$ cat src/rtl/bsp_pkg.sv
// ----------------------------------------------------------------------------
// bsp_pkg
// Shared types and constants for the byte stack with palindrome check:
// command and status codes, the input and result beat structs, and the
// command/status bundles between controller and datapath.
// ----------------------------------------------------------------------------
package bsp_pkg;

    // Built depth of the stack store and derived widths
    localparam int MAX_DEPTH = 16;
    localparam int ADDR_W    = $clog2(MAX_DEPTH);
    localparam int CNT_W     = 5;
    localparam int BYTE_W    = 8;

    // Capacity register after reset
    localparam logic [CNT_W-1:0] CAP_RESET = CNT_W'(16);

    // Fixed bytes returned on failure or when no byte is read
    localparam logic [BYTE_W-1:0] FAIL_POP_BYTE  = 8'h20;
    localparam logic [BYTE_W-1:0] FAIL_PEEK_BYTE = 8'hFF;
    localparam logic [BYTE_W-1:0] ZERO_BYTE      = 8'h00;

    typedef enum logic [1:0] {
        CMD_PUSH  = 2'd0,
        CMD_POP   = 2'd1,
        CMD_PEEK  = 2'd2,
        CMD_CHECK = 2'd3
    } cmd_t;

    typedef enum logic [1:0] {
        ST_OK        = 2'd0,
        ST_OVERFLOW  = 2'd1,
        ST_UNDERFLOW = 2'd2,
        ST_INVALID   = 2'd3
    } status_t;

    typedef enum logic [1:0] {
        S_IDLE,
        S_EXEC,
        S_WALK,
        S_EMIT
    } state_t;

    typedef struct packed {
        logic [1:0]       command;
        logic [7:0]       push_byte;
        logic [CNT_W-1:0] peek_position;
    } in_item_t;

    typedef struct packed {
        logic [7:0]       read_byte;
        logic [1:0]       status;
        logic             is_palindrome;
        logic [CNT_W-1:0] entry_count;
        logic             is_empty;
        logic             is_full;
    } out_item_t;

    // Controller to datapath
    typedef struct packed {
        logic capture;
        logic execute;
        logic walk;
        logic emit;
    } dp_cmd_t;

    // Datapath to controller
    typedef struct packed {
        logic need_walk;
        logic walk_done;
        logic out_free;
    } dp_status_t;

    // Effective capacity: zero acts as one, anything above the depth as the depth
    function automatic logic [CNT_W-1:0] live_capacity(input logic [CNT_W-1:0] cap);
        logic [CNT_W-1:0] c;
        c = cap;
        if (c == '0)
        begin
            c = CNT_W'(1);
        end
        else if (c > CNT_W'(MAX_DEPTH))
        begin
            c = CNT_W'(MAX_DEPTH);
        end
        return c;
    endfunction

endpackage

$ cat src/rtl/bsp_ram.sv
// ----------------------------------------------------------------------------
// bsp_ram
// Generic RAM: one write port, two read ports with registered read data.
// Read data holds while the read enable is low.
// ----------------------------------------------------------------------------
module bsp_ram #(
    parameter int WIDTH = 8,
    parameter int DEPTH = 16
) (
    input  logic                     clk,
    input  logic                     we,
    input  logic [$clog2(DEPTH)-1:0] wr_addr,
    input  logic [WIDTH-1:0]         wr_data,
    input  logic                     re,
    input  logic [$clog2(DEPTH)-1:0] rd_addr_a,
    input  logic [$clog2(DEPTH)-1:0] rd_addr_b,
    output logic [WIDTH-1:0]         rd_data_a,
    output logic [WIDTH-1:0]         rd_data_b
);

    logic [WIDTH-1:0] mem [DEPTH];

    // Write port
    always_ff @(posedge clk)
    begin
        if (we)
        begin
            mem[wr_addr] <= wr_data;
        end
    end

    // Registered read ports
    always_ff @(posedge clk)
    begin
        if (re)
        begin
            rd_data_a <= mem[rd_addr_a];
            rd_data_b <= mem[rd_addr_b];
        end
    end

endmodule

$ cat src/rtl/bsp_ctrl.sv
// ----------------------------------------------------------------------------
// bsp_ctrl
// Controller for the byte stack: takes one beat, runs the command step,
// walks a check of two or more bytes, then hands the result to the output register.
// ----------------------------------------------------------------------------
module bsp_ctrl (
    input  logic                clk,
    input  logic                rst_n,
    input  logic                in_valid,
    output logic                in_ready,
    input  bsp_pkg::dp_status_t dp_status,
    output bsp_pkg::dp_cmd_t    dp_cmd
);

    import bsp_pkg::*;

    state_t state_reg;
    state_t state_next;

    // State register
    always_ff @(posedge clk or negedge rst_n)
    begin
        if (!rst_n)
        begin
            state_reg <= S_IDLE;
        end
        else
        begin
            state_reg <= state_next;
        end
    end

    // Next state
    always_comb
    begin
        state_next = state_reg;
        unique case (state_reg)
            S_IDLE:
            begin
                if (in_valid)
                begin
                    state_next = S_EXEC;
                end
            end
            S_EXEC:
            begin
                state_next = dp_status.need_walk ? S_WALK : S_EMIT;
            end
            S_WALK:
            begin
                if (dp_status.walk_done)
                begin
                    state_next = S_EMIT;
                end
            end
            S_EMIT:
            begin
                if (dp_status.out_free)
                begin
                    state_next = S_IDLE;
                end
            end
            default:
            begin
                state_next = S_IDLE;
            end
        endcase
    end

    // Outputs
    always_comb
    begin
        in_ready       = 1'b0;
        dp_cmd         = '0;
        unique case (state_reg)
            S_IDLE:
            begin
                in_ready       = 1'b1;
                dp_cmd.capture = in_valid;
            end
            S_EXEC:
            begin
                dp_cmd.execute = 1'b1;
            end
            S_WALK:
            begin
                dp_cmd.walk = 1'b1;
            end
            S_EMIT:
            begin
                dp_cmd.emit = dp_status.out_free;
            end
            default:
            begin
                in_ready = 1'b0;
            end
        endcase
    end

endmodule

$ cat src/rtl/bsp_datapath.sv
// ----------------------------------------------------------------------------
// bsp_datapath
// Stack store, fill count, capacity register, palindrome walk pointers and
// the result register. Acts on commands from the controller.
// ----------------------------------------------------------------------------
module bsp_datapath (
    input  logic                              clk,
    input  logic                              rst_n,
    input  bsp_pkg::in_item_t                 in_item,
    output logic                              out_valid,
    input  logic                              out_ready,
    output bsp_pkg::out_item_t                out_item,
    input  logic                              cfg_we,
    input  logic [bsp_pkg::CNT_W-1:0]         cfg_data,
    input  bsp_pkg::dp_cmd_t                  dp_cmd,
    output bsp_pkg::dp_status_t               dp_status
);

    import bsp_pkg::*;

    // Control state
    logic [CNT_W-1:0]  count_reg,  count_next;
    logic [CNT_W-1:0]  cap_reg;
    logic              out_valid_reg;

    // Payload state
    cmd_t              cmd_reg;
    logic [BYTE_W-1:0] byte_reg;
    logic [CNT_W-1:0]  pos_reg;
    logic [ADDR_W-1:0] lo_reg,     lo_next;
    logic [ADDR_W-1:0] hi_reg,     hi_next;
    logic              pal_reg,    pal_next;
    status_t           status_reg, status_next;
    logic [BYTE_W-1:0] fixed_reg,  fixed_next;
    logic              use_ram_reg, use_ram_next;
    out_item_t         out_reg;

    // Memory interface
    logic              ram_we;
    logic              ram_re;
    logic [ADDR_W-1:0] rd_addr_a;
    logic [ADDR_W-1:0] rd_addr_b;
    logic [BYTE_W-1:0] rd_data_a;
    logic [BYTE_W-1:0] rd_data_b;

    logic              is_full;
    logic              mismatch;
    logic              last_pair;
    logic [CNT_W-1:0]  peek_index;

    assign is_full    = (count_reg >= live_capacity(cap_reg));
    assign mismatch   = (rd_data_a != rd_data_b);
    assign last_pair  = ((hi_reg - lo_reg) <= ADDR_W'(2));
    assign peek_index = count_reg - pos_reg;

    bsp_ram #(
        .WIDTH (BYTE_W),
        .DEPTH (MAX_DEPTH)
    ) u_store (
        .clk       (clk),
        .we        (ram_we),
        .wr_addr   (count_reg[ADDR_W-1:0]),
        .wr_data   (byte_reg),
        .re        (ram_re),
        .rd_addr_a (rd_addr_a),
        .rd_addr_b (rd_addr_b),
        .rd_data_a (rd_data_a),
        .rd_data_b (rd_data_b)
    );

    // Command step and palindrome walk
    always_comb
    begin
        count_next   = count_reg;
        lo_next      = lo_reg;
        hi_next      = hi_reg;
        pal_next     = pal_reg;
        status_next  = status_reg;
        fixed_next   = fixed_reg;
        use_ram_next = use_ram_reg;
        ram_we       = 1'b0;
        ram_re       = dp_cmd.execute || dp_cmd.walk;
        rd_addr_a    = lo_reg;
        rd_addr_b    = hi_reg;

        if (dp_cmd.execute)
        begin
            pal_next     = 1'b0;
            status_next  = ST_OK;
            fixed_next   = ZERO_BYTE;
            use_ram_next = 1'b0;
            unique case (cmd_reg)
                CMD_PUSH:
                begin
                    if (is_full)
                    begin
                        status_next = ST_OVERFLOW;
                    end
                    else
                    begin
                        ram_we     = 1'b1;
                        count_next = count_reg + CNT_W'(1);
                    end
                end
                CMD_POP:
                begin
                    if (count_reg == '0)
                    begin
                        status_next = ST_UNDERFLOW;
                        fixed_next  = FAIL_POP_BYTE;
                    end
                    else
                    begin
                        count_next   = count_reg - CNT_W'(1);
                        rd_addr_a    = count_next[ADDR_W-1:0];
                        use_ram_next = 1'b1;
                    end
                end
                CMD_PEEK:
                begin
                    if (pos_reg == '0 || pos_reg > count_reg)
                    begin
                        status_next = ST_INVALID;
                        fixed_next  = FAIL_PEEK_BYTE;
                    end
                    else
                    begin
                        rd_addr_a    = peek_index[ADDR_W-1:0];
                        use_ram_next = 1'b1;
                    end
                end
                CMD_CHECK:
                begin
                    // Fewer than two bytes reads the same both ways
                    pal_next  = (count_reg < CNT_W'(2));
                    lo_next   = '0;
                    hi_next   = ADDR_W'(count_reg - CNT_W'(1));
                    rd_addr_a = lo_next;
                    rd_addr_b = hi_next;
                end
                default:
                begin
                    status_next = ST_OK;
                end
            endcase
        end
        else if (dp_cmd.walk)
        begin
            // Compare one pair from both ends, then step inwards
            if (mismatch)
            begin
                pal_next = 1'b0;
            end
            else if (last_pair)
            begin
                pal_next = 1'b1;
            end
            else
            begin
                lo_next   = lo_reg + ADDR_W'(1);
                hi_next   = hi_reg - ADDR_W'(1);
                rd_addr_a = lo_next;
                rd_addr_b = hi_next;
            end
        end
    end

    assign dp_status.need_walk = (cmd_reg == CMD_CHECK) && (count_reg >= CNT_W'(2));
    assign dp_status.walk_done = mismatch || last_pair;
    assign dp_status.out_free  = !out_valid_reg || out_ready;

    // Control registers
    always_ff @(posedge clk or negedge rst_n)
    begin
        if (!rst_n)
        begin
            count_reg     <= '0;
            cap_reg       <= CAP_RESET;
            out_valid_reg <= 1'b0;
        end
        else
        begin
            count_reg <= count_next;
            if (cfg_we)
            begin
                cap_reg <= cfg_data;
            end
            if (dp_cmd.emit)
            begin
                out_valid_reg <= 1'b1;
            end
            else if (out_ready)
            begin
                out_valid_reg <= 1'b0;
            end
        end
    end

    // Payload registers
    always_ff @(posedge clk)
    begin
        if (dp_cmd.capture)
        begin
            cmd_reg  <= cmd_t'(in_item.command);
            byte_reg <= in_item.push_byte;
            pos_reg  <= in_item.peek_position;
        end
        lo_reg      <= lo_next;
        hi_reg      <= hi_next;
        pal_reg     <= pal_next;
        status_reg  <= status_next;
        fixed_reg   <= fixed_next;
        use_ram_reg <= use_ram_next;
        if (dp_cmd.emit)
        begin
            out_reg.read_byte     <= use_ram_reg ? rd_data_a : fixed_reg;
            out_reg.status        <= status_reg;
            out_reg.is_palindrome <= pal_reg;
            out_reg.entry_count   <= count_reg;
            out_reg.is_empty      <= (count_reg == '0);
            out_reg.is_full       <= is_full;
        end
    end

    assign out_valid = out_valid_reg;
    assign out_item  = out_reg;

    // Checks
    a_count_bound: assert property (@(posedge clk) disable iff (!rst_n)
        count_reg <= CNT_W'(MAX_DEPTH))
        else $error("fill count above built depth");

    a_push_count: assert property (@(posedge clk) disable iff (!rst_n)
        ram_we |=> count_reg == $past(count_reg) + CNT_W'(1))
        else $error("push did not advance fill count");

    a_walk_order: assert property (@(posedge clk) disable iff (!rst_n)
        dp_cmd.walk |-> lo_reg < hi_reg)
        else $error("walk pointers crossed");

    a_emit_free: assert property (@(posedge clk) disable iff (!rst_n)
        dp_cmd.emit |-> (!out_valid_reg || out_ready))
        else $error("result overwritten while still held");

endmodule

$ cat src/rtl/byte_stack_palindrome_check.sv
// ----------------------------------------------------------------------------
// byte_stack_palindrome_check
// Byte-wide LIFO stack with push, pop, peek and palindrome check commands.
// ----------------------------------------------------------------------------
// Usage:
//   Input channel (in_valid/in_ready/in_item) carries one command beat:
//   command, push byte and peek position. Each beat gives exactly one result
//   beat on the output channel (out_valid/out_ready/out_item) with the byte
//   read, status, palindrome flag, count, empty and full.
//   Push, pop and peek go from acceptance to result valid through the
//   execute step (with registered store read), then the result register; a
//   new beat is taken only after the result has been loaded.
//   Palindrome check for two or more bytes adds a walk step per compared
//   pair, at most count/2 pairs; one item is in flight at a time and the
//   next beat is taken once the result is loaded.
//   The walk is bound by the two-port read of the stack store, one pair
//   of ends per cycle.
//   The capacity register (cfg_we/cfg_data) is written in any cycle; write it
//   only when no command is in flight. Reset empties the stack and sets the
//   capacity to 16. When the receiver stalls the result holds in the output
//   register; a new command may be taken meanwhile, and its result waits
//   until the held beat has been taken.
// ----------------------------------------------------------------------------
module byte_stack_palindrome_check (
    input  logic                      clk,
    input  logic                      rst_n,
    input  logic                      in_valid,
    output logic                      in_ready,
    input  bsp_pkg::in_item_t         in_item,
    output logic                      out_valid,
    input  logic                      out_ready,
    output bsp_pkg::out_item_t        out_item,
    input  logic                      cfg_we,
    input  logic [bsp_pkg::CNT_W-1:0] cfg_data
);

    import bsp_pkg::*;

    dp_cmd_t    dp_cmd;
    dp_status_t dp_status;

    bsp_ctrl u_ctrl (
        .clk       (clk),
        .rst_n     (rst_n),
        .in_valid  (in_valid),
        .in_ready  (in_ready),
        .dp_status (dp_status),
        .dp_cmd    (dp_cmd)
    );

    bsp_datapath u_datapath (
        .clk       (clk),
        .rst_n     (rst_n),
        .in_item   (in_item),
        .out_valid (out_valid),
        .out_ready (out_ready),
        .out_item  (out_item),
        .cfg_we    (cfg_we),
        .cfg_data  (cfg_data),
        .dp_cmd    (dp_cmd),
        .dp_status (dp_status)
    );

endmodule
$ cat config.mk
export PLATFORM = sky130hd
export DESIGN_NAME = byte_stack_palindrome_check
export DESIGN_NICKNAME = d
export VERILOG_FILES = /design/src/rtl/bsp_pkg.sv /design/src/rtl/bsp_ram.sv /design/src/rtl/bsp_ctrl.sv /design/src/rtl/bsp_datapath.sv /design/src/rtl/byte_stack_palindrome_check.sv
export SDC_FILE = /design/constraint.sdc
export NUM_CORES = 1
export LEC_CHECK = 0
export BUFFER_PORTS_ARGS = -buffer_cell sky130_fd_sc_hd__clkbuf_2
export CORE_AREA = 3 3 129 131
export CTS_BUF_LIST = sky130_fd_sc_hd__clkbuf_4 sky130_fd_sc_hd__clkbuf_8
export DETAILED_ROUTE_END_ITERATION = 8
export DIE_AREA = 0 0 132 134
export PLACE_DENSITY = 0.79
export SYNTH_ARGS = -nofsm -noshare
export SYNTH_HDL_FRONTEND = slang
export SYNTH_HIERARCHICAL = 1
export SYNTH_SLANG_ARGS = --single-unit
export TNS_END_PERCENT = 1
$ cat constraint.sdc
create_clock -name clk -period 4.55 [get_ports clk]
set_input_delay 1.1375 -clock clk [delete_from_list [all_inputs] [get_ports clk]]
set_output_delay 1.1375 -clock clk [all_outputs]
set_load 0.01 [all_outputs]
==> results summary <==
The run finished with clean final reports. The aggregate routed wire length came out at about 21 mm. The number of register bits inferred by synthesis is slightly above 200. The proportion of power drawn by flip-flops and latches is 36.5%. The startpoint identified for the worst register-to-register timing path is u_datapath/count_reg[3]$_DFFE_PN0P_. The max capacitance violation total came out at 0. The netlist area before placement came out at 9890 um^2. Data on the critical path is required at its endpoint by 4.79 ns. The overall track demand over capacity in global routing is approximately 25%. In this run, placement finished with an instance count of 854. The final setup violation count is 0. The relative area change from synthesis to final layout is 11.3%. The mean routed wirelength per cell is 23.3 um. The cell with the most instances on the worst path is buf_4.

The met3 track demand over resource is 5.03%. The final clock skew came out at between 0.02 and 0.025 ns. The non-filler instance count after layout is 913. In the synthesized netlist the async set-or-reset flop fraction comes to between 6 and 7%. The initial antenna violation count is 0.

The number of hold buffers added after CTS was 0. The design area is around 11000 um^2. The worst hold path begins at u_datapath/pal_reg$_DFFE_PP_. Summing all placed instances gives a cell area of 10300 um^2. In the routed design, unresolved DRC markers number 0. STA classifies the critical path startpoint as a flip-flop. At the worst endpoint, the arrival time is 4.34 ns. The worst path in the final design needs a cycle of approximately 4 ns, including I/O delays and setup. Setup repair after global routing left no endpoint under its margin.

The met1 routing resource usage after global routing is 30.3%. The placeable core region is roughly 16000 um^2. The worst slew margin relative to its limit is 27.9%.

The path class of the tightest hold or removal check is reg2reg. The met2 layer usage reported by global route came out at 42.7%. The sum of overflow across all layers after global routing is 0. The number of detailed-route iterations in the first pass is 6. The actual transition at the worst max-transition pin came out at 1.08 ns. The most utilized layer in the global route result is met2. The number of setup buffers added after CTS is 0.

The clock insertion delay at the later pin of the skew report is 0.52 ns. The number of flip-flops under the largest register name came out at approximately 130. The most used flip-flop cell after synthesis is edfxtp_1. The overall die area is between 15000 and 20000 um^2. Using the TritonRoute via totals, the vias-per-cell ratio works out to 6.42. The worst register-to-register path has a setup slack of approximately 0.45 ns. The worst setup path is of the reg2reg kind. The synthesized design contains 187 enable-type register cells. The final-layout fill cell count came out at 994. The final number of max-transition violations came out at 0. The share of power burned in the clock network came out at 20.9%.

The static power due to leakage came out at 0.00398 uW. The initial DRC count came out at 674. Once detail routing completed, the nets flagged for antenna violations numbered 0.

The clock sink total came out at 204. The cell count after synthesis is between 600 and 700. VDD sags by at most 0.000370 V. The internal power of the cells totals 4820 uW. The average cell area after synthesis came out at 16.4 um^2. The share of the yosys chip area belonging to registers came out at 60.9%.

The number of diodes added for antenna fixing came out at 0. The Yosys warning count came out at 6. For this design the total switching power over the nets is about 2700 uW. The count of cells along the worst register-to-register path came out at 13.

TritonCTS built the clock tree. The number of CTS-inserted buffers came out at 34. The clock root buffer is clkbuf_8. The endpoint of the lowest-slack register-to-register path is u_datapath/u_store/rd_data_a[1]$_DFFE_PP_. The cell with the biggest individual delay on the critical path is dfrtp_1. At the end of the flow, the number of nets in the layout was 731. The clock transition at the registers of the reported paths came out at 0.06 ns. The initial standard-cell utilization of the core is 63.0%. Walking the worst path, the cells encountered are inv_1 -> ha_1 -> nand2_1 -> mux2i_1 -> a21oi_1 -> o41ai_1 -> buf_4 -> o221ai_4 -> buf_4 -> buf_4 -> mux4_1 -> a22oi_1 -> nand2_1. The via count of the first global-routing pass came out at 6094. The maximum cell stage delay along the critical path is 0.62 ns. The placed wire-length estimate came out at 14.5 mm.

The switching share of power came out at 36.0%. The maximum level of the CTS H-tree came out at 2. Leaving out fill and tap cells, the most frequent cell in the layout is edfxtp_1.

The worst setup path is captured at a flip-flop. The number of top-level pins came out at 45. Along the worst path, the maximum fanout reaches 17. The fraction of layout instances using a drive strength above 1 is between 20% and 30%.

Setup total negative slack on the finished layout was measured at 0 ns. The maximum number of pins on one net before global-route repair came out at 30. The weighted congestion reported at the end of routability-driven placement is 0.908. The post-cts repair resize count is 0. The library cells used most frequently in the layout, excluding fill and tap cells, are edfxtp_1 (187), nand2_1 (50), clkbuf_2 (44). The power density over the cells came out at roughly 680 nW/um^2. The number of port buffers came out at 44. Ranked by flip-flop count, first place goes to u_datapath/u_store/mem. The final clock period utilization by the worst path is 90.2%. The vertical extent of the die came out at 134 um. The combinational share of power came out at 42.6%. The total buffers and inverters traversed by the critical path is 4. The gate family responsible for the most delay along the worst path is buffers and inverters. The global-route wire length before repair is between 30 and 40 mm.

The number of distinct standard cells referenced by the synthesized netlist is 60. The clock passes through at most 3 buffers. The via total after detailed routing is 5862.

The count of standard-cell rows is 46. The count of endpoints failing hold in the final timing report is 0. The number of nets in the synthesized netlist came out at 660. For this run, the share of the core covered by cells in the final layout is 70.1%. The worst hold path cell count came out at 0. The maximum clock frequency came out at roughly 0.24 GHz. The worst-case hold path end point is u_datapath/out_item[7]$_DFFE_PP_. The floorplan step set the die width to between 100 and 150 um.
[worst max-delay path by stage]
stage	from	to	slack, ns	depth (start not counted)
final	u_datapath/count_reg[3]$_DFFE_PN0P_	u_datapath/u_store/rd_data_a[1]$_DFFE_PP_	0.45	13
after global routing	u_datapath/count_reg[3]$_DFFE_PN0P_	u_datapath/u_store/rd_data_a[1]$_DFFE_PP_	0.23	13
after CTS	u_datapath/lo_reg[0]$_SDFFCE_PP0P_	u_datapath/u_store/rd_data_a[1]$_DFFE_PP_	0.45	13
after detailed placement	u_datapath/lo_reg[0]$_SDFFCE_PP0P_	u_datapath/u_store/rd_data_a[1]$_DFFE_PP_	0.47	13
after global placement	u_datapath/count_reg[3]$_DFFE_PN0P_	u_datapath/u_store/rd_data_a[1]$_DFFE_PP_	0.60	13
after floorplan	u_datapath/count_reg[0]$_DFFE_PN0P_	u_datapath/u_store/mem[0][0]$_DFFE_PP_	1.16	9
[cell type report]
class | count | area [um^2] | area share [%]
repair buffers | 61 | 348 | 3.16
flip-flops and latches | 204 | 6020 | 54.7
inverters | 24 | 90.1 | 0.818
clock buffers | 43 | 536 | 4.86
multi-input cells | 349 | 3610 | 32.8
well taps | 216 | 270 | 2.45
clock inverters | 16 | 133 | 1.20
[cell usage after synthesis, types with 6 or more instances]
library cell     count  area, um^2
a21o_1               7        52.6
a21oi_1              7        35.0
a22oi_1             32         240
buf_6                8        90.1
clkdlybuf4s25_2      6        60.1
dfrtp_1             12         300
edfxtp_1           187        5620
ha_1                30         375
inv_1               24        90.1
mux2i_1              6        60.1
mux4_1              28         736
mux4_2              34         766
nand2_1             50         188
nand2b_1            12        75.1
nand3_1              8        40.0
nor2_1              33         124
nor3_1              11        55.1
o21ai_0              6        30.0
xnor2_1             22         193
[power by group through the flow]
stage,sequential (uW),combinational (uW),clock [uW]
2_1_floorplan,2760,2360,0
3_3_place_gp,2770,3060,0
3_5_place_dp,2780,3150,0
4_1_cts,2750,3160,1620
5_1_grt,2790,3420,1710
6_report,2750,3200,1580
[routing by layer]
metal  share of wire [%]  up-vias
met4                 5.4        0
met2                  50      327
li1                    -     2557
met1                  36     2897
met5                   0        -
met3                 8.1       81
[logic make-up (layout without fill, tap and decap cells)]
group           count (synthesis)  in the layout  synth area share (%)
flops                         204            204                  60.9
xor+xnor                       23             23                  2.04
buf+inv                        50            144                  3.02
fa+ha+maj                      32             32                  4.20
compound gates                 75             75                  5.74
simple gates                  142            142                  6.98
mux                            77             77                  17.2
[per-stage QoR]
stage / hold slack, ns / power, uW / setup slack [ns]
floorplan: 0.400 / 5120 / 1.16
global placement: 0.407 / 5820 / 0.600
detailed placement: 0.411 / 5930 / 0.473
CTS: 0.425 / 7530 / 0.452
global route: 0.438 / 7920 / 0.230
finish: 0.422 / 7530 / 0.447
(Power assumes the default switching activity.)
